**config.mk**
```make
export PLATFORM = sky130hd
export DESIGN_NAME = console_line_editor_echo_top
export DESIGN_NICKNAME = d
export VERILOG_FILES = /design/src/hdl/cle_pkg.sv /design/src/hdl/console_line_editor_echo_top.sv /design/src/hdl/cle_line_store.sv
export SDC_FILE = /design/constraint.sdc
export NUM_CORES = 1
export LEC_CHECK = 0
export BUFFER_PORTS_ARGS = -buffer_cell sky130_fd_sc_hd__buf_2
export CAP_MARGIN = 10
export CORE_ASPECT_RATIO = 0.75
export CORE_MARGIN = 3
export CORE_UTILIZATION = 50
export CTS_BUF_LIST = sky130_fd_sc_hd__clkbuf_16
export DETAILED_ROUTE_END_ITERATION = 8
export HOLD_SLACK_MARGIN = 0.06
export PLACE_DENSITY = 0.73
export SLEW_MARGIN = 20
export SYNTH_ARGS = -nofsm -noshare
export SYNTH_HDL_FRONTEND = slang
export SYNTH_SLANG_ARGS = --single-unit
```
**constraint.sdc**
```tcl
create_clock -name clk -period 6.7 [get_ports clk]
set_input_delay 1.005 -clock clk [delete_from_list [all_inputs] [get_ports clk]]
set_output_delay 1.005 -clock clk [all_outputs]
set_load 0.05 [all_outputs]
```
**src/hdl/cle_pkg.sv**
```systemverilog
`default_nettype none
// ---------------------------------------------------------------------------
// cle_pkg: shared types and constants
// State codes and key codes for the console line editor with echo.
// ---------------------------------------------------------------------------
package cle_pkg;

  typedef enum logic [2:0] {
    ST_IDLE,
    ST_READ,
    ST_ECHO,
    ST_CR,
    ST_LF,
    ST_BS1,
    ST_SP,
    ST_BS2
  } cle_state_t;

  localparam logic [7:0] KEY_BS    = 8'h08;
  localparam logic [7:0] KEY_TAB   = 8'h09;
  localparam logic [7:0] KEY_LF    = 8'h0A;
  localparam logic [7:0] KEY_CR    = 8'h0D;
  localparam logic [7:0] KEY_LNEXT = 8'h16;
  localparam logic [7:0] KEY_DEL   = 8'h7F;
  localparam logic [7:0] KEY_BELL  = 8'h07;
  localparam logic [7:0] KEY_SPACE = 8'h20;
  localparam logic [7:0] KEY_TILDE = 8'h7E;

  localparam logic OP_KEY  = 1'b0;
  localparam logic OP_READ = 1'b1;

  localparam logic KIND_ECHO = 1'b0;
  localparam logic KIND_READ = 1'b1;

  function automatic logic is_printable(input logic [7:0] b);
    is_printable = (b >= KEY_SPACE) && (b <= KEY_TILDE);
  endfunction

endpackage
`default_nettype wire

```
**src/hdl/console_line_editor_echo_top.sv**
```systemverilog
`default_nettype none
// ---------------------------------------------------------------------------
// console_line_editor_echo_top: console line editor with terminal echo
// The first result, if any, appears in the cycle after the request is taken;
// a literal-next key or a backspace on an empty line gives none. Results come
// out one per cycle, up to 8 per request, from the echo sequencer.
// The receiver cannot stall; busy stays high until the last result is out.
// Reset (rst_n low, synchronous) empties the line and clears literal mode
// and the echo column; line bytes are undefined until written.
// ---------------------------------------------------------------------------
module console_line_editor_echo_top #(
  parameter int LINE_MAX = 125
) (
  input  wire logic       clk,
  input  wire logic       rst_n,
  input  wire logic       start,
  output logic            busy,
  input  wire logic       in_opcode,
  input  wire logic [7:0] in_key_byte,
  input  wire logic [6:0] in_read_index,
  output logic            out_strobe,
  output logic            out_result_kind,
  output logic      [7:0] out_data_byte,
  output logic            out_last,
  output logic            out_line_done,
  output logic      [6:0] out_line_length
);

  import cle_pkg::*;

  localparam int AW = (LINE_MAX > 1) ? $clog2(LINE_MAX) : 1;
  localparam int LW = $clog2(LINE_MAX + 1);
  localparam logic [LW-1:0] LEN_MAX = LW'(LINE_MAX);

  cle_state_t    state_r, state_nxt;
  logic [LW-1:0] len_r, len_nxt;
  logic          lit_r, lit_nxt;
  logic [2:0]    col_r, col_nxt;
  logic [7:0]    byte_r, byte_nxt;
  logic [3:0]    cnt_r, cnt_nxt;
  logic          done_r, done_nxt;
  logic [6:0]    dlen_r, dlen_nxt;
  logic          oor_r, oor_nxt;

  logic          wr_en;
  logic [7:0]    wr_data;
  logic          rd_en;
  logic [7:0]    rd_data;
  logic          accept;
  logic          full;
  logic [7:0]    stored;

  assign accept = start && (state_r == ST_IDLE);
  assign busy   = (state_r != ST_IDLE);
  assign full   = (len_r >= LEN_MAX);
  assign stored = (in_key_byte == KEY_TAB) ? KEY_SPACE : in_key_byte;

  cle_line_store #(
    .DEPTH (LINE_MAX),
    .AW    (AW)
  ) u_store (
    .clk     (clk),
    .wr_en   (wr_en),
    .wr_addr (AW'(len_r)),
    .wr_data (wr_data),
    .rd_en   (rd_en),
    .rd_addr (AW'(in_read_index)),
    .rd_data (rd_data)
  );

  always_ff @(posedge clk) begin
    if (!rst_n) begin
      state_r <= ST_IDLE;
      len_r   <= '0;
      lit_r   <= 1'b0;
      col_r   <= '0;
    end else begin
      state_r <= state_nxt;
      len_r   <= len_nxt;
      lit_r   <= lit_nxt;
      col_r   <= col_nxt;
    end
  end

  always_ff @(posedge clk) begin
    byte_r <= byte_nxt;
    cnt_r  <= cnt_nxt;
    done_r <= done_nxt;
    dlen_r <= dlen_nxt;
    oor_r  <= oor_nxt;
  end

  always_comb begin
    state_nxt = state_r;
    len_nxt   = len_r;
    lit_nxt   = lit_r;
    col_nxt   = col_r;
    byte_nxt  = byte_r;
    cnt_nxt   = cnt_r;
    done_nxt  = done_r;
    dlen_nxt  = dlen_r;
    oor_nxt   = oor_r;
    wr_en     = 1'b0;
    wr_data   = in_key_byte;
    rd_en     = 1'b0;

    out_strobe      = 1'b0;
    out_result_kind = KIND_ECHO;
    out_data_byte   = byte_r;
    out_last        = 1'b0;
    out_line_done   = 1'b0;
    out_line_length = '0;

    unique case (state_r)
      ST_IDLE: begin
        if (accept) begin
          done_nxt = 1'b0;
          cnt_nxt  = 4'd1;
          if (in_opcode == OP_READ) begin
            oor_nxt   = (32'(in_read_index) >= 32'(LINE_MAX));
            rd_en     = (32'(in_read_index) < 32'(LINE_MAX));
            state_nxt = ST_READ;
          end else if (lit_r) begin
            lit_nxt = 1'b0;
            if (full) begin
              byte_nxt  = KEY_BELL;
              state_nxt = ST_ECHO;
            end else begin
              wr_en   = 1'b1;
              wr_data = in_key_byte;
              len_nxt = len_r + LW'(1);
              if (in_key_byte == KEY_TAB) begin
                byte_nxt  = KEY_SPACE;
                cnt_nxt   = 4'd8 - {1'b0, col_r};
                col_nxt   = '0;
                state_nxt = ST_ECHO;
              end else if (in_key_byte == KEY_LF) begin
                col_nxt   = '0;
                state_nxt = ST_CR;
              end else begin
                byte_nxt  = in_key_byte;
                col_nxt   = col_r + 3'(is_printable(in_key_byte));
                state_nxt = ST_ECHO;
              end
            end
          end else if (in_key_byte == KEY_LF || in_key_byte == KEY_CR) begin
            done_nxt  = 1'b1;
            dlen_nxt  = 7'(len_r);
            len_nxt   = '0;
            col_nxt   = '0;
            state_nxt = ST_CR;
          end else if (in_key_byte == KEY_BS || in_key_byte == KEY_DEL) begin
            if (len_r != '0) begin
              len_nxt   = len_r - LW'(1);
              col_nxt   = col_r + 3'd1;
              state_nxt = ST_BS1;
            end
          end else if (in_key_byte == KEY_LNEXT) begin
            lit_nxt = 1'b1;
          end else if (!is_printable(stored) || full) begin
            byte_nxt  = KEY_BELL;
            state_nxt = ST_ECHO;
          end else begin
            wr_en     = 1'b1;
            wr_data   = stored;
            len_nxt   = len_r + LW'(1);
            byte_nxt  = stored;
            col_nxt   = col_r + 3'd1;
            state_nxt = ST_ECHO;
          end
        end
      end
      ST_READ: begin
        out_strobe      = 1'b1;
        out_result_kind = KIND_READ;
        out_data_byte   = oor_r ? 8'h00 : rd_data;
        out_last        = 1'b1;
        state_nxt       = ST_IDLE;
      end
      ST_ECHO: begin
        out_strobe = 1'b1;
        out_last   = (cnt_r == 4'd1);
        cnt_nxt    = cnt_r - 4'd1;
        if (cnt_r == 4'd1) begin
          state_nxt = ST_IDLE;
        end
      end
      ST_CR: begin
        out_strobe      = 1'b1;
        out_data_byte   = KEY_CR;
        out_line_done   = done_r;
        out_line_length = done_r ? dlen_r : 7'd0;
        state_nxt       = ST_LF;
      end
      ST_LF: begin
        out_strobe      = 1'b1;
        out_data_byte   = KEY_LF;
        out_last        = 1'b1;
        out_line_done   = done_r;
        out_line_length = done_r ? dlen_r : 7'd0;
        state_nxt       = ST_IDLE;
      end
      ST_BS1: begin
        out_strobe    = 1'b1;
        out_data_byte = KEY_BS;
        state_nxt     = ST_SP;
      end
      ST_SP: begin
        out_strobe    = 1'b1;
        out_data_byte = KEY_SPACE;
        state_nxt     = ST_BS2;
      end
      ST_BS2: begin
        out_strobe    = 1'b1;
        out_data_byte = KEY_BS;
        out_last      = 1'b1;
        state_nxt     = ST_IDLE;
      end
      default: begin
        state_nxt = ST_IDLE;
      end
    endcase
  end

  a_last_frees: assert property (@(posedge clk) disable iff (!rst_n)
    out_strobe && out_last |=> !busy)
    else $error("busy held after final result");

  a_run_continues: assert property (@(posedge clk) disable iff (!rst_n)
    out_strobe && !out_last |=> out_strobe)
    else $error("result run broken before final result");

  a_len_bound: assert property (@(posedge clk) disable iff (!rst_n)
    len_r <= LEN_MAX)
    else $error("line length beyond limit");

  a_read_next: assert property (@(posedge clk) disable iff (!rst_n)
    start && !busy && in_opcode == OP_READ |=>
      out_strobe && out_result_kind == KIND_READ && out_last)
    else $error("read request gave no read data");

  a_done_echo: assert property (@(posedge clk) disable iff (!rst_n)
    out_line_done |-> out_strobe && out_result_kind == KIND_ECHO)
    else $error("line end flagged off an echo result");

endmodule
`default_nettype wire

```
**src/hdl/cle_line_store.sv**
```systemverilog
`default_nettype none
// ---------------------------------------------------------------------------
// cle_line_store: line byte memory
// One write port and one read port; read data registered.
// ---------------------------------------------------------------------------
module cle_line_store #(
  parameter int DEPTH = 125,
  parameter int AW    = 7
) (
  input  wire logic          clk,
  input  wire logic          wr_en,
  input  wire logic [AW-1:0] wr_addr,
  input  wire logic [7:0]    wr_data,
  input  wire logic          rd_en,
  input  wire logic [AW-1:0] rd_addr,
  output logic      [7:0]    rd_data
);

  logic [7:0] mem [DEPTH];

  always_ff @(posedge clk) begin
    if (wr_en) begin
      mem[wr_addr] <= wr_data;
    end
  end

  always_ff @(posedge clk) begin
    if (rd_en) begin
      rd_data <= mem[rd_addr];
    end
  end

endmodule
`default_nettype wire
```
Yosys cells after proc, flatten, opt, wreduce, memory -nomap -nowiden
Memories as Yosys holds them, arrays and structs flattened. A register that Yosys moved wholly into a read port is not among the register bits.
Cells that the tools add are included.
{ "totals": {"register_bits": 35, "word_cells": 153, "inputBits": 19, "mem_bits_rw": 1000, "out_inout_bits": 20, "memories": 1} }
{ "mem_list": {"columns": ["name", "depth", "width", "read_ports", "rd_clocked_by_memory_dff", "wr", "line_no", "rtl"], "rows": [
  ["u_store.mem", 125, 8, 1, 1, 1, "cle_line_store.sv:19", "logic [7:0] mem [DEPTH];"]
]} }
{ "op_classes": {"bitwise_logic": 2, "eq_ne": 26, "n_mux": 78, "n_addsub": 6, "order_cmp": 7, "reduce_logical": 24} }
{ "ops": {"columns": ["op", "n"], "rows": [
  ["8-bit two-way mux", 18],
  ["7-bit two-way mux", 9],
  ["3-bit two-way mux", 17],
  ["8-bit case mux with 5 select lines", 1],
  ["8-bit by 4-bit == test with 1-bit output, second input constant", 4],
  ["1-bit two-way mux", 25],
  ["4-bit two-way mux", 5],
  ["3-bit case mux with 6 select lines", 1],
  ["8-bit by 6-bit greater-or-equal comparator with 1-bit output, second input constant", 2],
  ["8-bit by 7-bit less-or-equal comparator with 1-bit output, second input constant", 2],
  ["7-bit greater-or-equal comparator, second input constant", 2],
  ["7-bit AND reduction", 2],
  ["3-bit == test, second input constant", 4],
  ["2-bit != test, second input constant", 6],
  ["4-bit != test, second input constant", 3],
  ["8-bit by 5-bit == test with 1-bit output, second input constant", 1],
  ["8-bit by 7-bit == test with 1-bit output, second input constant", 1],
  ["4-bit case mux with 2 select lines", 1],
  ["7-bit by 1-bit adder with 7-bit output, second input constant", 1],
  ["7-bit less-than comparator, second input constant", 1],
  ["7-bit nonzero test", 1],
  ["7-bit OR reduction", 1],
  ["7-bit by 1-bit subtractor with 7-bit output, second input constant", 1],
  ["3-bit by 2-bit == test with 1-bit output, second input constant", 2],
  ["other kinds (23)", 32]
]} }

Logic depth before layout (Yosys ltp)
Gate-level depths: netlist (run 1).
{ "logic_depth": {"depth_word": 16, "depth_mapped": 11, "depth_no_buf": 9} }

Hierarchy
A second synthesis (run 1) with hierarchy kept.
{ "hier_totals": {"cells_unflattened": 2117, "hier_area_um2": 41700.0} }
{ "by_module_without_submodules": {"columns": ["module", "seq_area_each_um2", "area_per_inst_um2", "instances", "cells_each"], "rows": [
  ["cle_line_store", 30269.0, 39050.0, 1, 1817],
  ["console_line_editor_echo_top", 910.9, 2650.0, 1, 300]
]} }

Least setup slack after synthesis (run 1)
OpenSTA, ideal clock, no wires.
{ "synth_timing": {"path_type": "input to register", "start": "input in_key_byte[0]", "end": "memory u_store.mem[0][3], data pin", "cell_stages": 6, "setup_slack_ns": 0.889, "n_path_buf": 1, "t_required_ns": 5.919, "t_arrival_ns": 5.029, "setup_ns": 0.781, "cell_sequence": "or3b_4 > a2111oi_4 > or2_1 > buf_6 > nor3_1 > nor2_1"} }
{ "synth_between": {"elab_chain_cells": 14, "elab_cells_between_ends": 22, "cone_classes": "order compare: 2; eq/ne: 6; mux: 9; reduce/logical: 5"} }
{ "synth_lines": {"columns": ["item", "line_no", "rtl"], "rows": [
  ["start, declared", "console_line_editor_echo_top.sv:19", "input wire logic [7:0] in_key_byte,"],
  ["8-bit by 4-bit == test with 1-bit output", "console_line_editor_echo_top.sv:56", "assign stored = (in_key_byte == KEY_TAB) ? KEY_SPACE : in_key_byte;"],
  ["8-bit two-way mux", "console_line_editor_echo_top.sv:56", null],
  ["8-bit by 6-bit greater-or-equal comparator with 1-bit output or 8-bit by 7-bit less-or-equal comparator with 1-bit output (tied branches)", "cle_pkg.sv:36", "is_printable = (b >= KEY_SPACE) && (b <= KEY_TILDE);"],
  ["1-bit logical AND", "cle_pkg.sv:36", null],
  ["1-bit zero test", "console_line_editor_echo_top.sv:160", "end else if (!is_printable(stored) || full) begin"],
  ["1-bit logical OR", "console_line_editor_echo_top.sv:160", null],
  ["8-bit two-way mux", "console_line_editor_echo_top.sv:160", null],
  ["8-bit two-way mux", "console_line_editor_echo_top.sv:158", "end else if (in_key_byte == KEY_LNEXT) begin"],
  ["8-bit two-way mux", "console_line_editor_echo_top.sv:152", "end else if (in_key_byte == KEY_BS || in_key_byte == KEY_DEL) begin"],
  ["8-bit two-way mux *", "console_line_editor_echo_top.sv:146", "end else if (in_key_byte == KEY_LF || in_key_byte == KEY_CR) begin"],
  ["8-bit two-way mux *", "console_line_editor_echo_top.sv:123", "end else if (lit_r) begin"],
  ["8-bit two-way mux *", "console_line_editor_echo_top.sv:119", "if (in_opcode == OP_READ) begin"],
  ["8-bit two-way mux *", "console_line_editor_echo_top.sv:116", "if (accept) begin"],
  ["8-bit two-way mux *", "console_line_editor_echo_top.sv:114", "unique case (state_r)"],
  ["net u_store.wr_data[3]", "cle_line_store.sv:13", "input wire logic [7:0] wr_data,"],
  ["end, declared", "cle_line_store.sv:19", null]
]} }
Mark *: on every way through the listed nets, which the timed path passes. The rest lies on a longest branch.

Worst setup path in the final report (run 1)
{ "layout_timing": {"start": "input in_key_byte[4]", "end": "memory u_store.mem[39][5] (enable)"} }
{ "layout_between": {"elab_chain_cells": 16, "elab_cells_between_ends": 24, "cone_classes": "order compare: 2; eq/ne: 6; mux: 11; reduce/logical: 5"} }
{ "layout_lines": {"columns": ["item", "line_no", "rtl"], "rows": [
  ["8-bit by 4-bit == test with 1-bit output", "console_line_editor_echo_top.sv:56", null],
  ["8-bit two-way mux", "console_line_editor_echo_top.sv:56", null],
  ["8-bit by 6-bit greater-or-equal comparator with 1-bit output or 8-bit by 7-bit less-or-equal comparator with 1-bit output (tied branches)", "cle_pkg.sv:36", null],
  ["1-bit logical AND", "cle_pkg.sv:36", null],
  ["1-bit zero test", "console_line_editor_echo_top.sv:160", null],
  ["1-bit logical OR", "console_line_editor_echo_top.sv:160", null],
  ["1-bit two-way mux", "console_line_editor_echo_top.sv:160", null],
  ["1-bit two-way mux", "console_line_editor_echo_top.sv:158", null],
  ["1-bit two-way mux", "console_line_editor_echo_top.sv:152", null],
  ["1-bit two-way mux *", "console_line_editor_echo_top.sv:146", null],
  ["1-bit two-way mux *", "console_line_editor_echo_top.sv:123", null],
  ["1-bit two-way mux *", "console_line_editor_echo_top.sv:119", null],
  ["1-bit two-way mux *", "console_line_editor_echo_top.sv:116", null],
  ["1-bit two-way mux *", "console_line_editor_echo_top.sv:114", null],
  ["1-bit two-way mux *", "cle_line_store.sv:22", "if (wr_en) begin"],
  ["1-bit two-way mux (not written as such) *", "cle_line_store.sv:23", "mem[wr_addr] <= wr_data;"]
]} }
Mark *: on every way between the ends. The rest lies on a longest branch, timed or not.

==> metrics.txt, run 1 <==
status=finished clean; share of cells above drive strength 1=0.2113; Initial Util=0.5103; Detail Placement HPWL=roughly 61000 um; crit share post-route=0.6287; syn_nets=roughly 2.1k; DRC viols=0; final setup fails=0; Yosys Warn Count=0; Yosys top cell area share=0.7437; min setup slack post-route=2488 ps; critical path required time=6980 ps; RSZ-0062 raised after global routing=false; Crit Path Category=input port to flop; first-pass GRT wire length=about 150000 um; Multi-input gate area=roughly 9800 um^2; CTS Buf Count=90; Slew @ Worst Pin=1152 ps; commonest non-fill, non-tap cell in the layout=edfxtp_1; Cell Pwr Density=280.9 nW/um^2; drt total wl=slightly above 100000 um; initial antenna violation count=3; core footprint=81420 um^2; ANT cells=0; H-tree lvl count=3; Setup Fix Bufs, Post-CTS=0; die height=between 200 and 300 um; Via Count=between 20k and 25k; # IOs=39; Post-CTS Hold Fix Bufs=0; area leader, netlist=edfxtp_1; cell area after placement=43020 um^2; FP Rows=90; nature of the critical path endpoint=flop; worst min path class=flop to flop; worst-case clock skew=28.77 ps; most frequent cells in the layout=edfxtp_1, mux4_2, nor2_1; Routed WL per cell=30.20 um; Post-Place Worst Slack=1859 ps; CTS tree=done; Lkg Pwr=14.28 nW; Finished Cell Area=45760 um^2; Worst Path Max Fanout=between 50 and 60; sequential area share after synthesis=0.7505; largest net degree at the start of global routing=91; Cell variety after synth=67; Worst EP arrival=4500 ps; post-synthesis instance area=41550 um^2; Slew Limit Fails=0; largest cells by area after synthesis=edfxtp_1, mux4_2, mux2i_1; CTS Buffer Depth=3; die area=just under 90000 um^2; Nets=~2.2k; overall routing resource usage=0.2324; minimum clock period=~4200 ps; DR iter-0 viols=2971; dominant synthesized flop cell=edfxtp_1; vias in the first global route=21.06k; total grt overflow=0; Clk Latency, worst-skew pair=around 660 ps; Yosys reg bits=1043; VDD IR max=0.2503 mV; clock-pin slew on the worst setup and hold paths=60 ps; Post-synth EDFFs=1029; Die W=338.9 um; asr flop ratio synth=0; Mapped Cells=about 2.1k; Fin Setup TNS=0 ps; GPL Wtd Cong=0.9096; Max Clk Rate=237.4 MHz; PortBufs=38; cts repair resizes=0; Max Cap Viol=0; filler cell count=5922; Max-slew headroom=0.2321; Syn Area/Cell=19.63 um^2; detail-routed via count per cell=~6.5; Hold Fails Final Rpt=0; Antenna Nets Post-Route=0; startpoint type of the worst setup path=input port; CTS sink count=between 1k and 1.5k; Layout area overhead=10.14%; Reg area=31180 um^2; Root Driver=clkbuf_16; router iterations before antenna repair=6
worst max-delay path, stage by stage:
cell and delay [ps]:
buf_4 540, nand2_1 190, nor3_1 640, a211oi_1 140, nor2_1 500, or3_1 980, nor2_1 470
cells by family (layout without fill, tap and decap cells):
| kind of cell | Yosys count | count (layout) | share of synthesized area |
|---|---|---|---|
| buffers and inverters | 144 | 252 | 0.01452 |
| and+or+nand+nor | 391 | 391 | 0.04361 |
| AOI/OAI and AO/OA | 189 | 189 | 0.03180 |
| muxes | 336 | 336 | 0.1560 |
| DFF | 1043 | 1043 | 0.7505 |
| xor gates and xnor gates | 3 | 3 | 0.0006325 |
| adders and majority gates | 10 | 10 | 0.003012 |
worst paths after layout:
check / start / end / cells after the start / slack, ps
max: in_key_byte[4] / u_store.mem[39][5] / 7 / 2490
min: col_r[2] / col_r[2] / 2 / 580
max reg2reg: len_r[1] / u_store.mem[39][5] / 7 / 2850
min reg2reg: col_r[2] / col_r[2] / 2 / 580
sequential cells by signal, indices dropped and copies added, names as in the netlist, 3 cells and up:
register,cells
len_r,7
dlen_r,7
cnt_r,4
u_store.rd_data,8
state_r,3
u_store.mem,1000
col_r,3
byte_r,8
layout make-up:
type	instances	area share
clock buffers	93	0.05086
repair buffers	73	0.01329
multi-input cells	929	0.2144
inverters	21	0.001723
flip-flops and latches	1043	0.6814
well taps	1104	0.03019
clock inverters	65	0.008121
per-stage QoR:
| step | util | instances | hold slack [ps] | power (mW) |
|---|---|---|---|---|
| after floorplan | - | 2116 | 420.4 | 7.831 |
| after global placement | 0.5279 | 3167 | 542.5 | 8.079 |
| after detailed placement | 0.5284 | 3168 | 559.3 | 8.098 |
| after CTS | 0.5615 | 3326 | 571.3 | 12.90 |
| after global routing | 0.5620 | 3328 | 626.2 | 13.21 |
| final | 0.5620 | 3328 | 579.5 | 12.86 |
power breakdown:
part | total [mW] | switching, mW | internal, mW | leakage [nW]
Sequential | 7.21 | 0.0221 | 7.18 | 9.36
Combinational | 0.761 | 0.503 | 0.258 | 3.52
Clock | 4.89 | 2.27 | 2.62 | 1.40
synth_stat cells, types with 13 or more instances:
cell type and count:
a21oi_1 39, a22oi_1 25, buf_1 13, buf_2 32, clkbuf_1 74, dfxtp_1 14, edfxtp_1 1029, inv_1 19
mux2i_1 77, mux4_2 248, nand2_1 73, nand2b_1 14, nand3_1 36, nor2_1 172, nor2b_1 18, nor3_1 14
o21ai_0 24, o22ai_1 21, or3_1 14
metal layers:
layer	global-route usage	vias to the layer above	routed length (um)
met4	0.04429	0	1841
li1	-	8738	-
met5	0	-	0
met2	0.3311	1430	44170
met1	0.3624	11350	42350
met3	0.06627	161	12150
(Power assumes the default switching activity.)
==> inputs of run 2 (changes only) <==
--- a/config.mk
+++ b/config.mk
@@ -13,7 +13,7 @@
 export CTS_BUF_LIST = sky130_fd_sc_hd__clkbuf_16
 export DETAILED_ROUTE_END_ITERATION = 8
 export HOLD_SLACK_MARGIN = 0.06
-export PLACE_DENSITY = 0.73
+export PLACE_DENSITY = 0.76
 export SLEW_MARGIN = 20
 export SYNTH_ARGS = -nofsm -noshare
 export SYNTH_HDL_FRONTEND = slang
==> constraint.sdc (replaced) <==
create_clock -name clk -period 3.5 [get_ports clk]
set_input_delay 0.525 -clock clk [delete_from_list [all_inputs] [get_ports clk]]
set_output_delay 0.525 -clock clk [all_outputs]
set_load 0.05 [all_outputs]
==> metrics.txt, run 2 (synthesis results as in run 1) <==
status=finished clean (unchanged); Most flops, register=u_store.mem (unchanged); largest net degree at the start of global routing=126 (was 91); CTS Buffer Depth=3 (unchanged); router iterations before antenna repair=6 (unchanged); Setup Fix Bufs, Post-CTS=0 (unchanged); Die W=338.9 um (unchanged); crit share post-route=0.9065; FP Rows=90 (unchanged); commonest non-fill, non-tap cell in the layout=edfxtp_1 (unchanged); drt total wl=102300 um (was 100500 um); worst hold slack=150.8 ps (was 579.5 ps); max reg flops=1000 (unchanged); max layer used=met5 (was met4); Post-Place Worst Slack=239.7 ps (was 1859 ps); Worst Path Max Fanout=14 (was 57); DR iter-0 viols=3455 (was 2971); DRC viols=0 (unchanged); # IOs=39 (unchanged); total grt overflow=0 (unchanged); Crit Path Category=flop to flop (was input port to flop); Fin Setup TNS=0 ps (unchanged); Slew @ Worst Pin=1058 ps (was 1152 ps); Cell Pwr Density=530.6 nW/um^2 (was 280.9 nW/um^2); clock-pin slew on the worst setup and hold paths=70 ps (was 60 ps); Nets=2386 (was 2187); vias in the first global route=22.39k (was 21.06k); Initial Util=0.5103 (unchanged); Reg area=31180 um^2 (unchanged); minimum clock period=3173 ps; core footprint=81420 um^2 (unchanged); filler cell count=5699 (was 5922); worst min path class=input port to flop (was flop to flop); final setup fails=0 (unchanged); min setup slack post-route=327.3 ps (was 2488 ps); first-pass GRT wire length=152000 um (was 148000 um); met2 WL=45800 um (was 44170 um); Post-CTS Hold Fix Bufs=0 (unchanged); critical path required time=3870 ps (was 6980 ps); CTS Buf Count=92 (was 90); initial antenna violation count=3 (unchanged); overall routing resource usage=0.2371 (was 0.2324); Multi-input gate area=9792 um^2 (was 9812 um^2); biggest regs=u_store.mem x1000, byte_r x8, u_store.rd_data x8 (unchanged); met1 wire length=40540 um (was 42350 um); Root Driver=clkbuf_16 (unchanged); Clk Latency, worst-skew pair=660 ps (about the same); Layout area overhead=14.49% (was 10.14%); Max Clk Rate=315.2 MHz; Worst EP arrival=3540 ps (was 4500 ps); PortBufs=38 (unchanged); share of cells above drive strength 1=0.2741 (was 0.2113); die area=86620 um^2 (unchanged); most frequent cells in the layout=edfxtp_1, mux4_2, buf_4 (was edfxtp_1, mux4_2, nor2_1); nature of the critical path endpoint=flop (unchanged); die height=255.6 um (unchanged); Max Cap Viol=0 (unchanged); Antenna Nets Post-Route=0 (unchanged); Routed WL per cell=28.96 um (was 30.20 um); cts repair resizes=0 (unchanged); Slew Limit Fails=0 (unchanged); worst-case clock skew=18.13 ps (was 28.77 ps); GPL Wtd Cong=0.9051 (was 0.9096); CTS tree=done (unchanged); met3 wire len=13170 um (was 12150 um); Detail Placement HPWL=64060 um (was 61400 um); Worst R2R Setup Slack=330 ps (was 2850 ps); RSZ-0062 raised after global routing=false (unchanged); startpoint type of the worst setup path=flop (was input port); Hold Fails Final Rpt=0 (unchanged); detail-routed via count per cell=6.395 (was 6.513); VDD IR max=0.5071 mV (was 0.2503 mV); Max-slew headroom=0.2934 (was 0.2321); Lkg Pwr=15.46 nW (was 14.28 nW); Via Count=22.58k (was 21.67k); CTS sink count=1043 (unchanged); H-tree lvl count=3 (unchanged)
==> run 2: report_power, final <==
part / leakage [nW] / total [mW] / switching [mW] / internal (mW)
Sequential: 9.36 / 13.8 / 0.0373 / 13.8
Clock: 1.50 / 9.92 / 4.40 / 5.52
Combinational: 4.60 / 1.52 / 0.969 / 0.551
==> run 2: routing by layer <==
layer	global-route usage	vias up
met3	0.07027	211
met5	0	-
met1	0.3535	11730
li1	-	9141
met4	0.06304	4
met2	0.3450	1499
==> run 2: final timing paths <==
| check | start | endpoint | cells after the start |
|---|---|---|---|
| max | state_r[1] | u_store.mem[108][2] | 9 |
| min reg2reg | col_r[2] | col_r[2] | 2 |
| min | rst_n | len_r[4] | 3 |
| max reg2reg | state_r[1] | u_store.mem[108][2] | 9 |
==> run 2: metrics by stage <==
step	util	instances	cell area, um^2	power [mW]
2_1_floorplan	-	2116	41560	14.99
3_3_place_gp	0.5484	3367	44650	15.51
3_5_place_dp	0.5484	3367	44650	15.55
4_1_cts	0.5841	3530	47560	25.31
5_1_grt	0.5842	3530	47560	25.93
6_report	0.5842	3531	47570	25.24
==> run 2: worst max-delay path, cell delays in order, from the launching register on <==
cell and delay (ps):
dfxtp_1 450, nor3_1 400, inv_1 140, nor2_1 230, nand3_1 300, nor2_1 340, nand3_1 120, buf_4 290
nor2_1 360, buf_4 230
==> run 2: cell type report <==
cell class,count,area share
Tap cell,1104,0.02904
Antenna cell,1,0.00005261
Timing Repair Buffer,270,0.04669
Sequential cell,1043,0.6555
Clock inverter,69,0.01173
Inverter,21,0.001657
Clock buffer,94,0.04945
Multi-Input combinational cell,929,0.2059
==> inputs of run 3 (changes only) <==
--- a/config.mk
+++ b/config.mk
@@ -13,7 +13,7 @@
 export CTS_BUF_LIST = sky130_fd_sc_hd__clkbuf_16
 export DETAILED_ROUTE_END_ITERATION = 8
 export HOLD_SLACK_MARGIN = 0.06
-export PLACE_DENSITY = 0.76
+export PLACE_DENSITY = 0.71
 export SLEW_MARGIN = 20
 export SYNTH_ARGS = -nofsm -noshare
 export SYNTH_HDL_FRONTEND = slang
==> metrics.txt, run 3 (synthesis results as in run 1) <==
status=finished clean (unchanged); drt total wl=100300 um (was 102300 um); largest net degree at the start of global routing=126 (unchanged); slowest stage delay, CP=460 ps (was 450 ps); minimum clock period=3113 ps (was 3173 ps); Die W=338.9 um (unchanged); filler cell count=5766 (was 5699); max reg flops=1000 (unchanged); router iterations before antenna repair=7 (was 6); Max-slew headroom=0.3063 (was 0.2934); initial antenna violation count=1 (was 3); critical path required time=3860 ps (was 3870 ps); VDD IR max=0.4326 mV (was 0.5071 mV); startpoint type of the worst setup path=flop (unchanged); Cell Pwr Density=531.9 nW/um^2 (was 530.6 nW/um^2); worst-case clock skew=27.66 ps (was 18.13 ps); Worst Path Max Fanout=14 (unchanged); CTS Buffer Depth=3 (unchanged); # IOs=39 (unchanged); worst min path class=input port to flop (unchanged); critical path, cell by cell=nor3_1, inv_1, nor2_1, nand3_1, nor2_1, nand3_1, buf_4, nor2_1, buf_4 (unchanged); Nets=2385 (was 2386); GPL Wtd Cong=0.8760 (was 0.9051); Root Driver=clkbuf_16 (unchanged); die area=86620 um^2 (unchanged); core footprint=81420 um^2 (unchanged); Setup Fix Bufs, Post-CTS=0 (unchanged); DR iter-0 viols=3211 (was 3455); CTS tree=done (unchanged); Initial Util=0.5103 (unchanged); Layout area overhead=14.60% (was 14.49%); Slew Limit Fails=0 (unchanged); Lkg Pwr=15.48 nW (was 15.46 nW); first-pass GRT wire length=148100 um (was 152000 um); Clk Latency, worst-skew pair=670 ps (was 660 ps); detail-routed via count per cell=6.281 (was 6.395); Fin Setup TNS=0 ps (unchanged); most frequent cells in the layout=edfxtp_1, mux4_2, buf_4 (unchanged); Max Clk Rate=321.3 MHz (was 315.2 MHz); biggest regs=u_store.mem x1000, byte_r x8, u_store.rd_data x8 (unchanged); CP max stage cell=dfxtp_1 (unchanged); Slew @ Worst Pin=1041 ps (was 1058 ps); Post-CTS Hold Fix Bufs=0 (unchanged); clock-pin slew on the worst setup and hold paths=70 ps (about the same); nature of the critical path endpoint=flop (unchanged); Hold Fails Final Rpt=0 (unchanged); Max Cap Viol=0 (unchanged); Antenna Nets Post-Route=0 (unchanged); vias in the first global route=21.73k (was 22.39k); share of cells above drive strength 1=0.2778 (was 0.2741); die height=255.6 um (unchanged); CTS Buf Count=92 (unchanged); PortBufs=38 (unchanged); Via Count=22.22k (was 22.58k); H-tree lvl count=3 (unchanged); cell area after placement=44640 um^2 (was 44650 um^2); ANT cells=0 (was 1); Worst EP arrival=3480 ps (was 3540 ps); DRC viols=0 (unchanged); cell repeated most along the worst path=nor2_1 (unchanged); Routed WL per cell=28.35 um (was 28.96 um); RSZ-0062 raised after global routing=false (unchanged); Finished Cell Area=47610 um^2 (was 47570 um^2); final setup fails=0 (unchanged); overall routing resource usage=0.2317 (was 0.2371); crit share post-route=0.8893 (was 0.9065); Crit Path Category=flop to flop (unchanged); total grt overflow=0 (unchanged); CTS sink count=1043 (unchanged); cts repair resizes=0 (unchanged); Most flops, register=u_store.mem (unchanged); Detail Placement HPWL=63690 um (was 64060 um); FP Rows=90 (unchanged); commonest non-fill, non-tap cell in the layout=edfxtp_1 (unchanged)
run 3: cell count changes in the layout (fill, tap and decap cells not counted), sizes merged:
cell	previous run	this run
clkinv	40	47
clkinvlp	0	3
inv	41	39
buf	270	269
diode	1	0
run 3: cell type report:
class | count | area, um^2 | area share
Timing Repair Buffer | 269 | 2210 | 0.04641
Multi-Input combinational cell | 929 | 9804 | 0.2059
Sequential cell | 1043 | 31180 | 0.6549
Inverter | 21 | 78.83 | 0.001656
Tap cell | 1104 | 1381 | 0.02901
Clock buffer | 94 | 2352 | 0.04940
Clock inverter | 77 | 606.8 | 0.01275
run 3: path summary, 6_finish.rpt:
| check | startpoint | end | slack (ps) | depth (start not counted) |
|---|---|---|---|---|
| max | state_r[1] | u_store.mem[12][4] | 390 | 9 |
| min | rst_n | len_r[4] | 160 | 3 |
| max reg2reg | state_r[1] | u_store.mem[12][4] | 390 | 9 |
| min reg2reg | len_r[6] | dlen_r[6] | 550 | 0 |
run 3: routing by layer:
layer  global-route usage  wire [um]  share of wire  vias to the layer above
met5                    0          0              0                        -
met4              0.06256       2560          0.026                        0
met2               0.3328      44440           0.44                     1336
met3              0.06100      11640           0.12                      179
met1               0.3544      41610           0.42                    11550
li1                     -          -              -                     9150
run 3: power breakdown:
group          switching (mW)  internal [mW]  leakage [nW]
sequential             0.0346           13.8          9.36
combinational           0.968          0.553          4.60
clock                    4.46           5.55          1.52
run 3: metrics by stage:
stage	cells	hold WS [ps]	worst slack [ps]	utilization	total power, mW
floorplan	2116	420.4	184.9	-	14.99
global route	3537	144.2	217.3	0.5848	26.04
finish	3537	160.1	387.4	0.5848	25.33
global placement	3366	528.7	201.9	0.5483	15.53
detailed placement	3366	529.4	144.4	0.5483	15.57
CTS	3537	126.4	471.7	0.5847	25.45
run 3: critical path, delay by kind of cell (launching register included):
family,cells,cell delay [ps]
AND/OR/NAND/NOR,6,1650
buffers and inverters,3,670
flip-flops,1,460
